## config.mk

```make
export PLATFORM = sky130hd
export DESIGN_NAME = line_record_checker_core_flat
export DESIGN_NICKNAME = d
export VERILOG_FILES = /design/src/hw/rtl/lrc_pkg.sv /design/src/hw/rtl/lrc_in_if.sv /design/src/hw/rtl/lrc_out_if.sv /design/src/hw/rtl/line_record_checker_core.sv /design/src/hw/rtl/lrc_parser.sv /design/src/hw/rtl/lrc_out_stage.sv /design/src/flat_wrapper.sv
export SDC_FILE = /design/constraint.sdc
export NUM_CORES = 1
export LEC_CHECK = 0
export ABC_AREA = 1
export BUFFER_PORTS_ARGS = -buffer_cell sky130_fd_sc_hd__buf_4
export CORE_MARGIN = 10
export CORE_UTILIZATION = 25
export CTS_CLUSTER_SIZE = 28
export DETAILED_ROUTE_END_ITERATION = 7
export PLACE_DENSITY_LB_ADDON = 0.25
export SLEW_MARGIN = 20
export SYNTH_ARGS = -nofsm -noshare
export SYNTH_HDL_FRONTEND = slang
export SYNTH_SLANG_ARGS = --single-unit
```

## constraint.sdc

```tcl
create_clock -name i_clk -period 8.8 [get_ports i_clk]
set_clock_uncertainty 0.2 [all_clocks]
set_input_delay 1.32 -clock i_clk [delete_from_list [all_inputs] [get_ports i_clk]]
set_output_delay 1.32 -clock i_clk [all_outputs]
set_load 0.01 [all_outputs]
```

## src/hw/rtl/lrc_pkg.sv

```systemverilog
// Shared types, constants and CRC helper for the line record checker.
`timescale 1ns / 1ps
`default_nettype none
package lrc_pkg;

    typedef logic [5:0] t_pos;
    typedef logic [3:0] t_word;

    localparam t_pos        RECORD_LAST = 6'd39;
    localparam t_pos        CRC_SPAN    = 6'd36;
    localparam t_pos        POS_VERSION = 6'd4;
    localparam t_pos        POS_MODE    = 6'd5;
    localparam t_pos        POS_CHAN    = 6'd6;
    localparam int          NUM_SLOTS   = 9;
    localparam logic [31:0] CRC_POLY    = 32'hEDB8_8320;
    localparam logic [31:0] CRC_INIT    = 32'hFFFF_FFFF;
    localparam logic [7:0]  CH_MIN      = 8'd1;
    localparam logic [7:0]  CH_MAX      = 8'd16;
    localparam logic [4:0]  CH_DEFAULT  = 5'd8;

    // configuration register indexes
    localparam logic CFG_MAGIC   = 1'b0;
    localparam logic CFG_VERSION = 1'b1;

    typedef struct packed {
        logic               record_ok;
        logic [7:0]         line_mode;
        logic [4:0]         rc_channel;
        logic signed [31:0] start_lat;
        logic signed [31:0] start_lon;
        logic signed [31:0] start_heading;
        logic signed [31:0] finish_lat;
        logic signed [31:0] finish_lon;
        logic signed [31:0] finish_heading;
        logic [31:0]        write_sequence;
    } t_result;

    // reflected CRC-32, one byte; flattens to an xor matrix
    function automatic logic [31:0] crc_byte(input logic [31:0] crc_in, input logic [7:0] b);
        logic [31:0] c;
        c = crc_in ^ {24'd0, b};
        for (int k = 0; k < 8; k++) begin
            c = c[0] ? ((c >> 1) ^ CRC_POLY) : (c >> 1);
        end
        return c;
    endfunction

endpackage
`default_nettype wire

```

## src/hw/rtl/lrc_in_if.sv

```systemverilog
// Byte input channel of the line record checker.
`timescale 1ns / 1ps
`default_nettype none
interface lrc_in_if;
    logic       valid;
    logic       ready;
    logic [7:0] record_byte;
    logic       first_byte;

    modport source (output valid, output record_byte, output first_byte, input ready);
    modport sink   (input valid, input record_byte, input first_byte, output ready);
endinterface
`default_nettype wire

```

## src/hw/rtl/lrc_out_if.sv

```systemverilog
// Result channel of the line record checker.
`timescale 1ns / 1ps
`default_nettype none
interface lrc_out_if;
    logic               valid;
    logic               ready;
    logic               record_ok;
    logic [7:0]         line_mode;
    logic [4:0]         rc_channel;
    logic signed [31:0] start_lat;
    logic signed [31:0] start_lon;
    logic signed [31:0] start_heading;
    logic signed [31:0] finish_lat;
    logic signed [31:0] finish_lon;
    logic signed [31:0] finish_heading;
    logic [31:0]        write_sequence;

    modport source (output valid, output record_ok, output line_mode, output rc_channel,
                    output start_lat, output start_lon, output start_heading,
                    output finish_lat, output finish_lon, output finish_heading,
                    output write_sequence, input ready);
    modport sink   (input valid, input record_ok, input line_mode, input rc_channel,
                    input start_lat, input start_lon, input start_heading,
                    input finish_lat, input finish_lon, input finish_heading,
                    input write_sequence, output ready);
endinterface
`default_nettype wire

```

## src/hw/rtl/line_record_checker_core.sv

```systemverilog
// Top level of the line record checker.
//
// Usage:
//  - i_in carries one record byte per beat; first_byte=1 restarts the record
//    with that byte as byte 0. After byte 39 the next beat opens a new record.
//  - o_out carries one result beat per 40-byte record: record_ok plus the
//    decoded fields (all zero when the record fails magic, version or CRC).
//  - i_cfg_we/i_cfg_index/i_cfg_data write expected_magic (index 0) and
//    expected_version (index 1); write only while no record is in flight.
// Timing:
//  - One byte per cycle sustained unless a result stall holds i_in.ready low;
//    the byte-wide CRC update and field capture set that rate.
//  - The last byte of a record passes the input register and then the result
//    register before it shows up as a result.
// Reset (synchronous, active low): clears byte position, CRC, header flag,
//  config registers and both pipeline valids. No clearing pass.
// Stall: a result waits in the result register while o_out.ready is low.
//  Bytes keep flowing until the last byte of the next record reaches the
//  input register; then i_in.ready drops until the result register frees.
`timescale 1ns / 1ps
`default_nettype none
module line_record_checker_core (
    input  logic        i_clk,
    input  logic        i_rst_n,
    lrc_in_if.sink      i_in,
    lrc_out_if.source   o_out,
    input  logic        i_cfg_we,
    input  logic        i_cfg_index,
    input  logic [31:0] i_cfg_data
);
    import lrc_pkg::*;

    // configuration
    logic [31:0] r_magic;
    logic [7:0]  r_version;

    // input register
    logic        r_in_valid;
    logic [7:0]  r_in_byte;
    logic        r_in_first;

    logic    in_accept, advance, last, out_free;
    t_result result;

    always_ff @(posedge i_clk) begin
        if (!i_rst_n) begin
            r_magic   <= '0;
            r_version <= '0;
        end else if (i_cfg_we) begin
            case (i_cfg_index)
                CFG_MAGIC:   r_magic   <= i_cfg_data;
                CFG_VERSION: r_version <= i_cfg_data[7:0];
                default:     ;
            endcase
        end
    end

    // a byte leaves the input register unless it closes a record while the
    // result register is still occupied
    assign advance    = r_in_valid & (~last | out_free);
    assign i_in.ready = ~r_in_valid | advance;
    assign in_accept  = i_in.valid & i_in.ready;

    always_ff @(posedge i_clk) begin
        if (!i_rst_n) begin
            r_in_valid <= 1'b0;
        end else if (i_in.ready) begin
            r_in_valid <= i_in.valid;
        end
    end

    always_ff @(posedge i_clk) begin
        if (in_accept) begin
            r_in_byte  <= i_in.record_byte;
            r_in_first <= i_in.first_byte;
        end
    end

    lrc_parser u_parser (
        .i_clk     (i_clk),
        .i_rst_n   (i_rst_n),
        .i_advance (advance),
        .i_byte    (r_in_byte),
        .i_first   (r_in_first),
        .i_magic   (r_magic),
        .i_version (r_version),
        .o_last    (last),
        .o_result  (result)
    );

    lrc_out_stage u_out (
        .i_clk    (i_clk),
        .i_rst_n  (i_rst_n),
        .i_load   (advance & last),
        .i_result (result),
        .o_free   (out_free),
        .o_out    (o_out)
    );

endmodule
`default_nettype wire

```

## src/hw/rtl/lrc_parser.sv

```systemverilog
// Record parser: byte position, running CRC, field capture and result build.
`timescale 1ns / 1ps
`default_nettype none
module lrc_parser (
    input  logic            i_clk,
    input  logic            i_rst_n,
    input  logic            i_advance,
    input  logic [7:0]      i_byte,
    input  logic            i_first,
    input  logic [31:0]     i_magic,
    input  logic [7:0]      i_version,
    output logic            o_last,
    output lrc_pkg::t_result o_result
);
    import lrc_pkg::*;

    t_pos        r_pos, n_pos, pos_eff;
    logic [31:0] r_crc, n_crc, crc_base, crc_stored;
    logic        r_hdr_ok, n_hdr_ok, hdr_base, rec_ok;
    logic [7:0]  r_mode, r_chan;
    logic [31:0] r_words [NUM_SLOTS];
    t_word       word;
    logic [NUM_SLOTS-1:0] slot_hit;

    always_comb begin
        pos_eff  = i_first ? '0 : r_pos;
        crc_base = i_first ? CRC_INIT : r_crc;
        hdr_base = i_first | r_hdr_ok;
        word     = pos_eff[5:2];
        o_last   = (pos_eff == RECORD_LAST);

        // word 0 -> slot 0, words 2..9 -> slots 1..8
        for (int k = 0; k < NUM_SLOTS; k++) begin
            slot_hit[k] = (word == ((k == 0) ? 4'd0 : 4'(k + 1)));
        end

        if (o_last) begin
            n_pos    = '0;
            n_crc    = CRC_INIT;
            n_hdr_ok = 1'b1;
        end else begin
            n_pos    = pos_eff + 6'd1;
            n_crc    = (pos_eff < CRC_SPAN) ? crc_byte(crc_base, i_byte) : crc_base;
            n_hdr_ok = hdr_base & ~((pos_eff == POS_VERSION) && (i_byte != i_version));
        end

        // stored CRC completes with the current (last) byte
        crc_stored = {i_byte, r_words[NUM_SLOTS-1][31:8]};
        rec_ok     = hdr_base && (r_words[0] == i_magic) && (crc_stored == ~crc_base);

        o_result = '0;
        if (rec_ok) begin
            o_result.record_ok      = 1'b1;
            o_result.line_mode      = r_mode;
            o_result.rc_channel     = (r_chan >= CH_MIN && r_chan <= CH_MAX) ?
                                      r_chan[4:0] : CH_DEFAULT;
            o_result.start_lat      = r_words[1];
            o_result.start_lon      = r_words[2];
            o_result.start_heading  = r_words[3];
            o_result.finish_lat     = r_words[4];
            o_result.finish_lon     = r_words[5];
            o_result.finish_heading = r_words[6];
            o_result.write_sequence = r_words[7];
        end
    end

    always_ff @(posedge i_clk) begin
        if (!i_rst_n) begin
            r_pos    <= '0;
            r_crc    <= CRC_INIT;
            r_hdr_ok <= 1'b1;
        end else if (i_advance) begin
            r_pos    <= n_pos;
            r_crc    <= n_crc;
            r_hdr_ok <= n_hdr_ok;
        end
    end

    // captured fields, little endian shift-in
    always_ff @(posedge i_clk) begin
        if (i_advance) begin
            if (pos_eff == POS_MODE) begin
                r_mode <= i_byte;
            end
            if (pos_eff == POS_CHAN) begin
                r_chan <= i_byte;
            end
            for (int k = 0; k < NUM_SLOTS; k++) begin
                if (slot_hit[k]) begin
                    r_words[k] <= {i_byte, r_words[k][31:8]};
                end
            end
        end
    end

endmodule
`default_nettype wire

```

## src/hw/rtl/lrc_out_stage.sv

```systemverilog
// Result register driving the output channel.
`timescale 1ns / 1ps
`default_nettype none
module lrc_out_stage (
    input  logic             i_clk,
    input  logic             i_rst_n,
    input  logic             i_load,
    input  lrc_pkg::t_result i_result,
    output logic             o_free,
    lrc_out_if.source        o_out
);
    import lrc_pkg::*;

    logic    r_valid;
    t_result r_data;

    assign o_free = ~r_valid | o_out.ready;

    always_ff @(posedge i_clk) begin
        if (!i_rst_n) begin
            r_valid <= 1'b0;
        end else if (o_free) begin
            r_valid <= i_load;
        end
    end

    always_ff @(posedge i_clk) begin
        if (i_load && o_free) begin
            r_data <= i_result;
        end
    end

    assign o_out.valid          = r_valid;
    assign o_out.record_ok      = r_data.record_ok;
    assign o_out.line_mode      = r_data.line_mode;
    assign o_out.rc_channel     = r_data.rc_channel;
    assign o_out.start_lat      = r_data.start_lat;
    assign o_out.start_lon      = r_data.start_lon;
    assign o_out.start_heading  = r_data.start_heading;
    assign o_out.finish_lat     = r_data.finish_lat;
    assign o_out.finish_lon     = r_data.finish_lon;
    assign o_out.finish_heading = r_data.finish_heading;
    assign o_out.write_sequence = r_data.write_sequence;

endmodule
`default_nettype wire

```

## src/flat_wrapper.sv

```systemverilog
// flat-port wrapper written by rule: the top's interface ports become plain ports
module line_record_checker_core_flat import lrc_pkg::*;
  (i_clk, i_rst_n, i_cfg_we, i_cfg_index, i_cfg_data, i_in_valid, i_in_record_byte, i_in_first_byte, i_in_ready, o_out_valid, o_out_record_ok, o_out_line_mode, o_out_rc_channel, o_out_start_lat, o_out_start_lon, o_out_start_heading, o_out_finish_lat, o_out_finish_lon, o_out_finish_heading, o_out_write_sequence, o_out_ready);
  lrc_in_if i_in_i ();
  lrc_out_if o_out_i ();
  input  logic i_clk;
  input  logic i_rst_n;
  input  logic i_cfg_we;
  input  logic i_cfg_index;
  input  logic [31:0] i_cfg_data;
  input wire logic [$bits(i_in_i.valid)-1:0] i_in_valid;
  input wire logic [$bits(i_in_i.record_byte)-1:0] i_in_record_byte;
  input wire logic [$bits(i_in_i.first_byte)-1:0] i_in_first_byte;
  output wire logic [$bits(i_in_i.ready)-1:0] i_in_ready;
  output wire logic [$bits(o_out_i.valid)-1:0] o_out_valid;
  output wire logic [$bits(o_out_i.record_ok)-1:0] o_out_record_ok;
  output wire logic [$bits(o_out_i.line_mode)-1:0] o_out_line_mode;
  output wire logic [$bits(o_out_i.rc_channel)-1:0] o_out_rc_channel;
  output wire logic [$bits(o_out_i.start_lat)-1:0] o_out_start_lat;
  output wire logic [$bits(o_out_i.start_lon)-1:0] o_out_start_lon;
  output wire logic [$bits(o_out_i.start_heading)-1:0] o_out_start_heading;
  output wire logic [$bits(o_out_i.finish_lat)-1:0] o_out_finish_lat;
  output wire logic [$bits(o_out_i.finish_lon)-1:0] o_out_finish_lon;
  output wire logic [$bits(o_out_i.finish_heading)-1:0] o_out_finish_heading;
  output wire logic [$bits(o_out_i.write_sequence)-1:0] o_out_write_sequence;
  input wire logic [$bits(o_out_i.ready)-1:0] o_out_ready;
  assign i_in_i.valid = i_in_valid;
  assign i_in_i.record_byte = i_in_record_byte;
  assign i_in_i.first_byte = i_in_first_byte;
  assign i_in_ready = i_in_i.ready;
  assign o_out_valid = o_out_i.valid;
  assign o_out_record_ok = o_out_i.record_ok;
  assign o_out_line_mode = o_out_i.line_mode;
  assign o_out_rc_channel = o_out_i.rc_channel;
  assign o_out_start_lat = o_out_i.start_lat;
  assign o_out_start_lon = o_out_i.start_lon;
  assign o_out_start_heading = o_out_i.start_heading;
  assign o_out_finish_lat = o_out_i.finish_lat;
  assign o_out_finish_lon = o_out_i.finish_lon;
  assign o_out_finish_heading = o_out_i.finish_heading;
  assign o_out_write_sequence = o_out_i.write_sequence;
  assign o_out_i.ready = o_out_ready;
  line_record_checker_core u_core (.i_clk(i_clk), .i_rst_n(i_rst_n), .i_in(i_in_i), .o_out(o_out_i), .i_cfg_we(i_cfg_we), .i_cfg_index(i_cfg_index), .i_cfg_data(i_cfg_data));
endmodule
```

==> summary.txt, run 1 <==
Cells and area
  – Fill cell count: between 9,000 and 10,000
  – Layout cell share with drive strength beyond 1: 0.216
  – Synth-to-layout area growth: 23.7%
  – ANT cells: 0
  – Fin nets: 2,024
  – Commonest cells after routing, fill and taps aside: 543 x edfxtp_1, 302 x buf_4, 232 x and3_1, 186 x nand2_1, 138 x nor2_1
  – Commonest non-fill, non-tap cell in the layout: edfxtp_1

Logic synthesis
  – Ys Warns: 0
  – Synth Cell Area: 23,600 um^2
  – Seq/Total Area, Yosys: 0.761
  – #FFs+latches synth: around 620
  – Post-Syn Instances: roughly 1,700
  – Synth Area per Inst: approximately 14 um^2
  – Top_reg_cell synth: edfxtp_1
  – EDFF count, synth: between 500 and 600
  – Nets in the synthesized netlist: roughly 1,700
  – Post-synthesis async set-or-reset flop share: 0
  – Synth unique cells: 41

Route
  – DR pass1 iterations: 7
  – DRC: 0
  – Final ANT Viol Nets: 0
  – Final wirelength: ~64,000 um
  – Drt via density: 4.21
  – WL/cell: 19.5 um
  – Starting DRT DRC Count: roughly 1,100
  – Via Count: between 10,000 and 15,000

Worst setup path
  – Largest fanout on the critical path: about 140
  – Crit path launch: u_core.r_in_first
  – Max stage delay on crit path: between 500 and 600 ps
  – Type of origin of the critical path: flop
  – Req. time, crit path: between 8000 and 9000 ps
  – Slowest library cell on the worst path: buf_12
  – Crit-path cells: buf_4 -> nor2_1 -> ha_1 -> inv_1 -> nor3_2 -> nand2_1 -> nand2_2 -> inv_2 -> nand2_1 -> inv_2 -> nand2_2 -> inv_8 -> buf_12
  – Crit. End Element: flop
  – Reg2Reg Launch Point: u_core.r_in_first
  – CP Class: flop to flop
  – Critical path arrival: around 5000 ps

Place
  – Detailed placer's ending HPWL: between 40,000 and 50,000 um
  – RePlAce Congestion: between 0.8 and 0.9
  – Number of port buffers: between 200 and 300

Power
  – Flop pwr share: 0.514
  – VDD IR-drop max: 0.103 mV
  – Internal power: around 4.9 mW
  – Combinational Power Share: 0.054
  – Clock Power Share: 0.432
  – Design Power: roughly 6.3 mW
  – Pwr dens: approximately 220 nW/um^2
  – Pleak: about 11 nW
  – Sw frac: 0.223
  – NetSw: ~1.4 mW

STA
  – Fmax: between 150 and 200 MHz
  – # setup viols final: 0
  – Fin. Hold Viols: 0
  – Fin crit period: 5010 ps
  – Final Cycle Share: 0.569
  – Setup TNS: 0 ps
  – RSZ-0062 raised after global routing: no
  – Worst-margin pin slew: about 1100 ps
  – Slew Limit Fails: 0
  – Rel. slew slack: 0.273

CTS
  – Hold-fix buffers at CTS: 0
  – CTS tree: done
  – Worst-skew pair later-pin latency: a little over 600 ps
  – CTS HTree Levels: 3
  – Clock Path Buffers: 3
  – Clk sinks: 624
  – Num CTS Buffers: 68
  – Post-CTS sizing: 0
  – # Post-CTS Setup Buffers: 0
  – Root Buffer: clkbuf_16
  – Clock slew at reported path FFs: around 60 ps

Floorplan
  – I/O pin count: roughly 290
  – Die width: 327 um
  – Row count: approximately 110
  – Starting Density: 0.252
  – Die Height: about 330 um
  – Die Area: ~110,000 um^2
  – Core area: slightly above 90,000 um^2

Min path
  – Hold Crit Start: u_core.u_parser.r_words[0][154]
  – Min-delay worst type: flop to flop

Global route
  – Total GRT Usage: 0.116
  – Initial antenna violation count: 4
  – Largest net degree at the start of global routing: between 100 and 150
  – Number of global-route vias before repair: between 10,000 and 15,000
  – First-pass GRT wire length: ~94,000 um
  – GR Overflow Total: 0

Run
  – Max-Cap Viols: 0

Status
  – Status: complete, no violations
==> through the flow <==
step | area, um^2 | worst slack, ps | hold WS, ps | utilization | std cells
finish | 29100 | 3790 | 234 | 0.312 | 3280
global placement | 27000 | 3790 | 224 | 0.289 | 3157
floorplan | 23600 | 1340 | 219 | - | 1678
CTS | 29100 | 3770 | 239 | 0.312 | 3280
detailed placement | 27000 | 3710 | 226 | 0.289 | 3157
global route | 29100 | 3380 | 246 | 0.312 | 3280
==> final timing paths <==
check,endpoint,slack [ps],depth (start not counted)
setup / recovery,u_core.u_out.o_out.write_sequence[8],3790,13
hold / removal,u_core.u_parser.r_words[0][146],230,0
setup reg to reg,u_core.u_out.o_out.write_sequence[8],3790,13
hold reg to reg,u_core.u_parser.r_words[0][146],230,0
==> area by class of cell <==
cell class	count	area [um^2]	area share
Inverter	97	377	0.0129
Tap cell	1254	1570	0.0538
Sequential cell	624	17900	0.615
Clock buffer	90	1880	0.0645
Clock inverter	33	230	0.00790
Multi-Input combinational cell	879	4870	0.167
Timing Repair Buffer	303	2290	0.0785
==> power groups by stage <==
stage                     Sequential (mW)  Clock [mW]  Combinational (mW)
after floorplan                      3.31           0               0.217
after global placement               3.31           0               0.341
after detailed placement             3.31           0               0.343
after CTS                            3.25        2.82               0.345
after global routing                 3.25        2.92               0.381
final                                3.25        2.73               0.342
==> critical path, delay by kind of cell (launching register included) <==
kind / cells / cell delay [ps]
adders and majority gates: 1 / 300
buffers and inverters: 6 / 2440
DFF: 1 / 320
and+or+nand+nor: 6 / 940
==> sequential cells by signal (all words and copies together) (netlist names), 5 cells and up <==
signal	cells
u_core.u_parser.r_words	280
u_core.r_magic	32
u_core.u_out.o_out.finish_heading	32
u_core.u_out.o_out.finish_lat	32
u_core.u_out.o_out.finish_lon	32
u_core.u_out.o_out.start_heading	32
u_core.u_out.o_out.start_lat	32
u_core.u_out.o_out.start_lon	32
u_core.u_out.o_out.write_sequence	32
u_core.u_parser.r_crc	32
u_core.r_in_byte	8
u_core.r_version	8
u_core.u_out.o_out.line_mode	8
u_core.u_parser.r_chan	8
u_core.u_parser.r_mode	8
u_core.u_parser.r_pos	6
u_core.u_out.o_out.rc_channel	5
==> per-layer routing <==
metal,routed length (um),track usage,part of all wire
met1,27900,0.147,0.44
met2,31200,0.192,0.49
met3,3580,0.0258,0.056
met4,1350,0.0392,0.021
met5,13,0,0.00020
==> cell usage after synthesis (2+ instances only) <==
library cell | instances | area share
nor2_2 | 7 | 0.0019
clkbuf_1 | 30 | 0.0048
xnor3_1 | 2 | 0.0019
a22o_1 | 4 | 0.0015
nand2_1 | 186 | 0.030
nand4_1 | 8 | 0.0021
buf_2 | 22 | 0.0047
inv_1 | 89 | 0.014
nor3_1 | 4 | 0.00085
buf_6 | 7 | 0.0033
inv_2 | 7 | 0.0011
o211ai_1 | 13 | 0.0041
dfxtp_1 | 81 | 0.069
o21ai_1 | 4 | 0.00085
o21ai_0 | 77 | 0.016
xnor2_1 | 41 | 0.015
buf_4 | 19 | 0.0061
a22oi_1 | 3 | 0.00096
xor2_1 | 35 | 0.013
ha_1 | 4 | 0.0021
o21bai_1 | 4 | 0.0013
o22ai_1 | 11 | 0.0029
and3_1 | 232 | 0.062
nand3_1 | 35 | 0.0074
nand2_2 | 6 | 0.0016
edfxtp_1 | 543 | 0.69
nor2_4 | 2 | 0.00096
nor2_1 | 145 | 0.023
a21oi_1 | 40 | 0.0085
nand3b_1 | 5 | 0.0016
or2_2 | 2 | 0.00053
==> kinds of logic after synthesis <==
| kind of cell | Yosys count | share of synthesized area |
|---|---|---|
| and+or+nand+nor | 636 | 0.133 |
| DFF | 624 | 0.761 |
| buffers and inverters | 175 | 0.0343 |
| AOI/OAI and AO/OA | 160 | 0.0379 |
| xor gates and xnor gates | 79 | 0.0313 |
| adders and majority gates | 4 | 0.00212 |
No activity file was read; power rests on OpenSTA's default activity.
==> inputs of run 2 (changes only) <==
- clock period: 8.8 -> 4.9 ns (I/O delays scaled with it)
==> run 2 against run 1 <==
Net effect: combinational power is 75% higher; fmax is 38% higher; hold slack worse by 97 ps; final cell count is 0.64% higher; global-route usage is 0.15 points higher; via count is 0.66% higher; die area stayed put; cell area is 1.2% higher; sequential power is 80% higher; register-to-register slack worse by 2500 ps; utilization is 0.38 points higher; count of clock-buffer cells in the layout is 1 lower; critical path type unchanged; highest routed layer unchanged.
==> summary.txt, run 2 (same netlist as run 1, synthesis figures left out) <==
Status
  – Status: complete, no violations

Route
  – DR pass1 iterations: 5 (-2)
  – Final wirelength: 64,800 um (+1.1%)
  – Max layer used: met5
  – Drt via density: 4.21 (about the same)
  – Met1 WL: 28,000 um (+0.34%)
  – Final ANT Viol Nets: 0 (unchanged)
  – Met2 Wirelength: 30,900 um (-1.1%)
  – DRC: 0 (unchanged)
  – WL/cell: 19.6 um (+0.46%)
  – Starting DRT DRC Count: 1,070 (-3.4%)
  – Via Count: 13,900 (+0.66%)
  – Met3 Wirelength: 3940 um (+9.9%)

Global route
  – GR Overflow Total: 0 (unchanged)
  – Initial antenna violation count: 4 (unchanged)
  – Largest net degree at the start of global routing: 83 (-42%)
  – Total GRT Usage: 0.117 (+0.00147)
  – First-pass GRT wire length: 95,000 um (+1.4%)
  – Number of global-route vias before repair: 14,200 (+0.15%)

Floorplan
  – Die Height: 327 um (unchanged)
  – Core area: 93,500 um^2 (unchanged)
  – I/O pin count: 287 (unchanged)
  – Die width: 327 um (unchanged)
  – Starting Density: 0.252 (unchanged)
  – Die Area: 107,000 um^2 (unchanged)
  – Row count: 112 (unchanged)

CTS
  – Clock slew at reported path FFs: 60 ps (about the same)
  – Root Buffer: clkbuf_16
  – CTS HTree Levels: 3 (unchanged)
  – Worst-skew pair later-pin latency: 590 ps (-30 ps)
  – Clock Path Buffers: 3 (unchanged)
  – Num CTS Buffers: 68 (unchanged)
  – CTS tree: done
  – Post-CTS sizing: 0 (unchanged)
  – Hold-fix buffers at CTS: 0 (unchanged)
  – Clk sinks: 624 (unchanged)
  – # Post-CTS Setup Buffers: 0 (unchanged)

Worst setup path
  – Critical path buffers and inverters: 4 (-2)
  – Reg2Reg Launch Point: u_core.r_in_first
  – Crit. End Element: flop
  – Type of origin of the critical path: flop
  – Max stage delay on crit path: 550 ps (about the same)
  – Slowest library cell on the worst path: edfxtp_1
  – Req. time, crit path: 4990 ps (-3840 ps)
  – Top delay family on crit path: simple AND/OR/NAND/NOR gates
  – Largest fanout on the critical path: 62 (-56%)
  – CP Class: flop to flop
  – Critical path arrival: 3720 ps (-1320 ps)
  – R2r worst-path depth: 11 (-2)
  – Reg-to-reg slack, setup: 1270 ps (-2530 ps)
  – Crit-path cells: nor2_1 -> nand2_1 -> nor3_4 -> nand2_1 -> nand2_2 -> inv_2 -> nand2_4 -> inv_8 -> nand2_4 -> clkinvlp_4 -> buf_12
  – Worst reg2reg endpoint: u_core.u_out.o_out.finish_lat[31]

Power
  – Pleak: 10.8 nW (+1.8%)
  – VDD IR-drop max: 0.198 mV (+92%)
  – Design Power: 11.5 mW (+82%)
  – Pwr dens: 389 nW/um^2 (+79%)

STA
  – Fmax: 275 MHz (+38%)
  – Rel. slew slack: 0.364 (+0.0914)
  – Setup TNS: 0 ps (unchanged)
  – Worst hold margin: 137 ps (-96.8 ps)
  – # setup viols final: 0 (unchanged)
  – Fin crit period: 3630 ps (-1370 ps)
  – Slew Limit Fails: 0 (unchanged)
  – Final Cycle Share: 0.742 (+0.173)
  – Worst-margin pin slew: 951 ps (-139 ps)
  – RSZ-0062 raised after global routing: no
  – Fin. Hold Viols: 0 (unchanged)

Run
  – Max-Cap Viols: 0 (unchanged)

Cells and area
  – Biggest register: u_core.u_parser.r_words
  – Fin nets: 2,043 (+0.94%)
  – Synth-to-layout area growth: 25.2%
  – Layout cell share with drive strength beyond 1: 0.227 (+0.0111)
  – Max reg flops: 280 (unchanged)
  – Commonest cells after routing, fill and taps aside: 543 x edfxtp_1, 315 x buf_4, 232 x and3_1, 185 x nand2_1, 136 x nor2_1
  – Commonest non-fill, non-tap cell in the layout: edfxtp_1

Min path
  – Min-delay worst type: primary input to flop
  – Hold Crit Start: i_in_record_byte[1]
  – Hold Path Sink: u_core.r_in_byte[1]
  – Worst hold stages: 1 (+1)

Place
  – RePlAce Congestion: 0.867 (+0.20%)
  – Number of port buffers: 286 (unchanged)
  – Detailed placer's ending HPWL: 44,100 um (+5.9%)
[run 2: changes by cell type in the layout (fill, tap and decap cells not counted), moves of 2 or more]
cell,delta
nand2_4,+2
clkinv_2,-2
nor2_1,-2
buf_12,+6
clkbuf_1,-4
buf_4,+13
bufinv_16,+2
nor2_4,+2
clkbuf_8,+4
[run 2: routing by layer]
metal,vias to the layer above,GRT usage
met2,368,0.192
met3,93,0.0288
met4,4,0.0440
met5,-,0
li1,6616,-
met1,6822,0.148
[run 2: cell type report]
class	count	area (um^2)
inverter	97	380
clock inverter	35	299
multi-input combinational	879	4920
antenna	1	2.50
clock buffer	89	1890
fill	9342	64000
sequential	624	17900
tap	1254	1570
timing repair buffer	322	2500
[run 2: power by group]
group	switching [mW]	internal [mW]
sequential	0.0628	5.79
combinational	0.393	0.206
clock	2.06	2.95
[run 2: per-stage QoR]
step	cell area [um^2]	std cells	util	setup WS (ps)
after CTS	29500	3300	0.316	1240
after global routing	29500	3300	0.316	1040
after global placement	27300	3176	0.292	1280
final	29500	3301	0.316	1270
after detailed placement	27300	3176	0.292	1230
after floorplan	23600	1678	-	-865
[run 2: worst register-to-register path: stages (launching register included)]
cell and delay (ps):
edfxtp_1 550, nor2_1 250, nand2_1 190, nor3_4 410, nand2_1 120, nand2_2 80, inv_2 180, nand2_4 150
inv_8 80, nand2_4 90, clkinvlp_4 520, buf_12 440
[run 2: worst max-delay path by stage]
stage | startpoint | endpoint | slack [ps] | cells past startpoint
after floorplan | u_core.r_in_first | u_core.u_out.o_out.finish_heading[0] | -870 | 13
after global placement | u_core.r_in_first | u_core.u_out.o_out.start_lon[8] | 1280 | 11
after detailed placement | u_core.r_in_first | u_core.u_out.o_out.start_lat[2] | 1230 | 11
after CTS | u_core.r_in_first | u_core.u_out.o_out.start_lat[0] | 1240 | 11
after global routing | u_core.r_in_first | u_core.u_out.o_out.start_lat[0] | 1040 | 11
final | u_core.r_in_first | u_core.u_out.o_out.finish_lat[31] | 1270 | 11
==> inputs of run 3 (changes only) <==
- ABC_AREA: 1 -> 0
- clock period: 4.9 -> 3.4 ns (I/O delays scaled with it)
==> run 3 against run 2 <==
Net effect: first-iteration DRC count decreased by 1.6%; wire length increased by 5.0%; combinational power up 89%; utilization is 0.25 points higher; sequential power is 44% higher; cell area is 4.0% higher; clock power increased by 46%; worst setup slack lost 1100 ps; fmax is 13% higher; largest cell class unchanged.
==> summary.txt, run 3 <==
Route
  – DR pass1 iterations: 5 (unchanged)
  – Max layer used: met4
  – Via Count: 14,400 (+3.5%)
  – DRC: 0 (unchanged)
  – Met1 WL: 30,400 um (+8.3%)
  – Final wirelength: 68,000 um (+5.0%)
  – WL/cell: 21.2 um (+8.2%)
  – Starting DRT DRC Count: 1,053 (-1.6%)
  – Met3 Wirelength: 3270 um (-17%)
  – Drt via density: 4.50 (+6.7%)
  – Met2 Wirelength: 33,300 um (+7.7%)
  – Final ANT Viol Nets: 0 (unchanged)

Worst setup path
  – Reg2Reg Launch Point: u_core.r_in_first
  – Crit-path cells: buf_4 -> buf_4 -> nor3b_1 -> o21ai_0 -> a21oi_1 -> a31oi_1 -> a21oi_4 -> buf_12 -> and4_1
  – Largest fanout on the critical path: 161 (+160%)
  – Crit. End Element: flop
  – Req. time, crit path: 3540 ps (-1450 ps)
  – Critical Path Stages: 9 (-2)
  – Top delay family on crit path: buffers and inverters
  – Worst reg2reg endpoint: u_core.u_out.o_out.write_sequence[23]
  – R2r worst-path depth: 9 (-2)
  – Cell mode on critical path: buf_4
  – Worst setup path endpoint: u_core.u_out.o_out.write_sequence[23]
  – Type of origin of the critical path: flop
  – Critical path arrival: 3370 ps (-350 ps)
  – CP Class: flop to flop
  – Slowest library cell on the worst path: edfxtp_1
  – Reg-to-reg slack, setup: 180 ps (-1090 ps)
  – Max stage delay on crit path: 560 ps (about the same)
  – Crit path launch: u_core.r_in_first
  – Critical path buffers and inverters: 3 (-1)

Floorplan
  – Core area: 96,400 um^2 (+3.2%)
  – Starting Density: 0.252 (-0.000478)
  – Die Area: 110,000 um^2 (+2.8%)
  – Die Height: 331 um (+1.4%)
  – I/O pin count: 287 (unchanged)
  – Row count: 114 (+1.8%)
  – Die width: 331 um (+1.4%)

Cells and area
  – Commonest non-fill, non-tap cell in the layout: edfxtp_1
  – Fin nets: 1,927 (-5.7%)
  – ANT cells: 0 (-1)
  – Utilization after layout: 0.318 (+0.00246)
  – Layout cell share with drive strength beyond 1: 0.248 (+0.0214)
  – Synth-to-layout area growth: 26.4%
  – Biggest register: u_core.u_parser.r_words
  – Register area: 17,900 um^2 (unchanged)
  – Multi-input gate area: 5630 um^2 (+14%)
  – Max reg flops: 280 (unchanged)
  – Fill cell count: 9,462 (+1.3%)
  – Commonest cells after routing, fill and taps aside: 543 x edfxtp_1, 334 x buf_4, 236 x and4_1, 117 x nand2_1, 81 x dfxtp_1

Logic synthesis
  – Top cells by area, synth: edfxtp_1 67%, and4_1 8.5%, dfxtp_1 6.7%, xnor2_1 2.9%, nand2_1 1.9%
  – Synth Area per Inst: 15.8 um^2 (+12%)
  – Seq/Total Area, Yosys: 0.739 (-0.0219)
  – Yosys top cell by area: edfxtp_1
  – EDFF count, synth: 543 (unchanged)
  – Count leader, synth: edfxtp_1
  – Post-synthesis async set-or-reset flop share: 0 (unchanged)
  – Ys Warns: 0 (unchanged)
  – Synth Cell Area: 24,300 um^2 (+3.0%)
  – Synth unique cells: 58 (+41%)
  – Nets in the synthesized netlist: 1,589 (-8.1%)
  – Top_reg_cell synth: edfxtp_1
  – Post-synth top area share: 0.672 (-0.0199)
  – Post-Syn Instances: 1,538 (-8.3%)
  – #FFs+latches synth: 624 (unchanged)
  – Top cells by count, synth: 543 x edfxtp_1, 236 x and4_1, 120 x nand2_1

Power
  – VDD IR-drop max: 0.292 mV (+48%)
  – Sw frac: 0.222 (+0.00261)
  – Combinational Power Share: 0.067 (+0.015)
  – NetSw: 3.76 mW (+49%)
  – Flop pwr share: 0.500 (-0.011)
  – Pleak: 9.95 nW (-7.8%)
  – Pwr dens: 552 nW/um^2 (+42%)
  – Internal power: 13.2 mW (+47%)
  – Clock Power Share: 0.433 (-0.004)
  – Design Power: 16.9 mW (+48%)

STA
  – Fmax: 310 MHz (+13%)
  – RSZ-0062 raised after global routing: no
  – # setup viols final: 0 (unchanged)
  – Slew Limit Fails: 0 (unchanged)
  – Final Cycle Share: 0.948 (+0.207)
  – Rel. slew slack: 0.261 (-0.104)
  – Fin. Hold Viols: 0 (unchanged)
  – Worst setup margin: 176 ps (-1090 ps)
  – Fin crit period: 3220 ps (-411 ps)
  – Worst-margin pin slew: 1110 ps (+154 ps)

Place
  – Pre-CTS setup slack: 277 ps (-955 ps)
  – Number of port buffers: 286 (unchanged)
  – RePlAce Congestion: 0.799 (-7.8%)
  – Detailed placer's ending HPWL: 45,000 um (+2.2%)

CTS
  – Clock slew at reported path FFs: 60 ps (about the same)
  – Worst-skew pair later-pin latency: 610 ps (+20 ps)
  – Clk sinks: 624 (unchanged)
  – Root Buffer: clkbuf_16
  – Clock Path Buffers: 3 (unchanged)
  – Num CTS Buffers: 70 (+2.9%)
  – Hold-fix buffers at CTS: 46 (+46)
  – CTS tree: done
  – Post-CTS sizing: 0 (unchanged)
  – CTS HTree Levels: 3 (unchanged)
  – # Post-CTS Setup Buffers: 0 (unchanged)

Global route
  – Largest net degree at the start of global routing: 162 (+95%)
  – Number of global-route vias before repair: 14,500 (+2.0%)
  – First-pass GRT wire length: 100,000 um (+5.8%)
  – Total GRT Usage: 0.119 (+0.00163)
  – GR Overflow Total: 0 (unchanged)
  – Initial antenna violation count: 2 (-2)

Run
  – Max-Cap Viols: 0 (unchanged)

Status
  – Status: complete, no violations

Min path
  – Min-delay worst type: primary input to flop
==> run 3: changes by cell type after synthesis, sizes merged, moves of 64 or more <==
cell   delta
o21ai    -64
nand2    -73
and4    +237
inv      -86
nor2     -92
and3    -227
==> run 3: worst register-to-register path, stage by stage (launching register included) <==
cell and delay [ps]:
edfxtp_1 560, buf_4 410, buf_4 310, nor3b_1 80, o21ai_0 180, a21oi_1 80
a31oi_1 250, a21oi_4 70, buf_12 200, and4_1 630
==> run 3: worst min-delay path by stage <==
stage / start / end / depth (start not counted)
after CTS: o_out_ready / u_core.u_out.o_out.valid / 3
after detailed placement: u_core.u_parser.r_words[0][153] / u_core.u_parser.r_words[0][145] / 0
final: o_out_ready / u_core.u_out.o_out.valid / 3
after global routing: o_out_ready / u_core.u_out.o_out.valid / 3
after floorplan: u_core.u_parser.r_words[0][108] / u_core.u_parser.r_words[0][100] / 0
after global placement: u_core.u_parser.r_words[0][255] / u_core.u_parser.r_words[0][247] / 0
==> run 3: kinds of logic (layout without fill, tap and decap cells) <==
kind of cell    count (synthesis)  after routing  synth area share
flops                         624            624             0.739
simple gates                  498            498             0.133
compound gates                141            141            0.0367
buf+inv                       139            527            0.0349
xor+xnor                      127            127            0.0516
mux                             5              5           0.00227
fa+ha+maj                       4              4           0.00206
==> run 3: layer usage <==
layer | vias up | track usage
li1 | 6597 | -
met1 | 7296 | 0.157
met2 | 429 | 0.197
met3 | 72 | 0.0252
met4 | 0 | 0.0288
met5 | - | 0
==> run 3: cell type report <==
| class | count | area share |
|---|---|---|
| Clock inverter | 35 | 0.0116 |
| Multi-Input combinational cell | 775 | 0.184 |
| Tap cell | 1276 | 0.0521 |
| Clock buffer | 87 | 0.0602 |
| Timing Repair Buffer | 394 | 0.106 |
| Sequential cell | 624 | 0.585 |
| Inverter | 11 | 0.00192 |
==> run 3: per-stage QoR <==
| step | TNS [ps] | instances | hold WS [ps] | instance area, um^2 |
|---|---|---|---|---|
| detailed placement | 0 | 3034 | 225 | 28000 |
| floorplan | -575420 | 1538 | 218 | 24400 |
| global placement | 0 | 3034 | 224 | 28000 |
| CTS | 0 | 3202 | 10.9 | 30700 |
| global route | 0 | 3202 | 52.5 | 30700 |
| finish | 0 | 3202 | 46.5 | 30700 |
==> run 3: power by group through the flow <==
stage | clock network, mW | logic [mW] | registers (mW)
2_1_floorplan | 0 | 0.766 | 8.56
3_3_place_gp | 0 | 1.09 | 8.62
3_5_place_dp | 0 | 1.10 | 8.62
4_1_cts | 7.55 | 1.15 | 8.46
5_1_grt | 7.86 | 1.24 | 8.46
6_report | 7.33 | 1.13 | 8.46
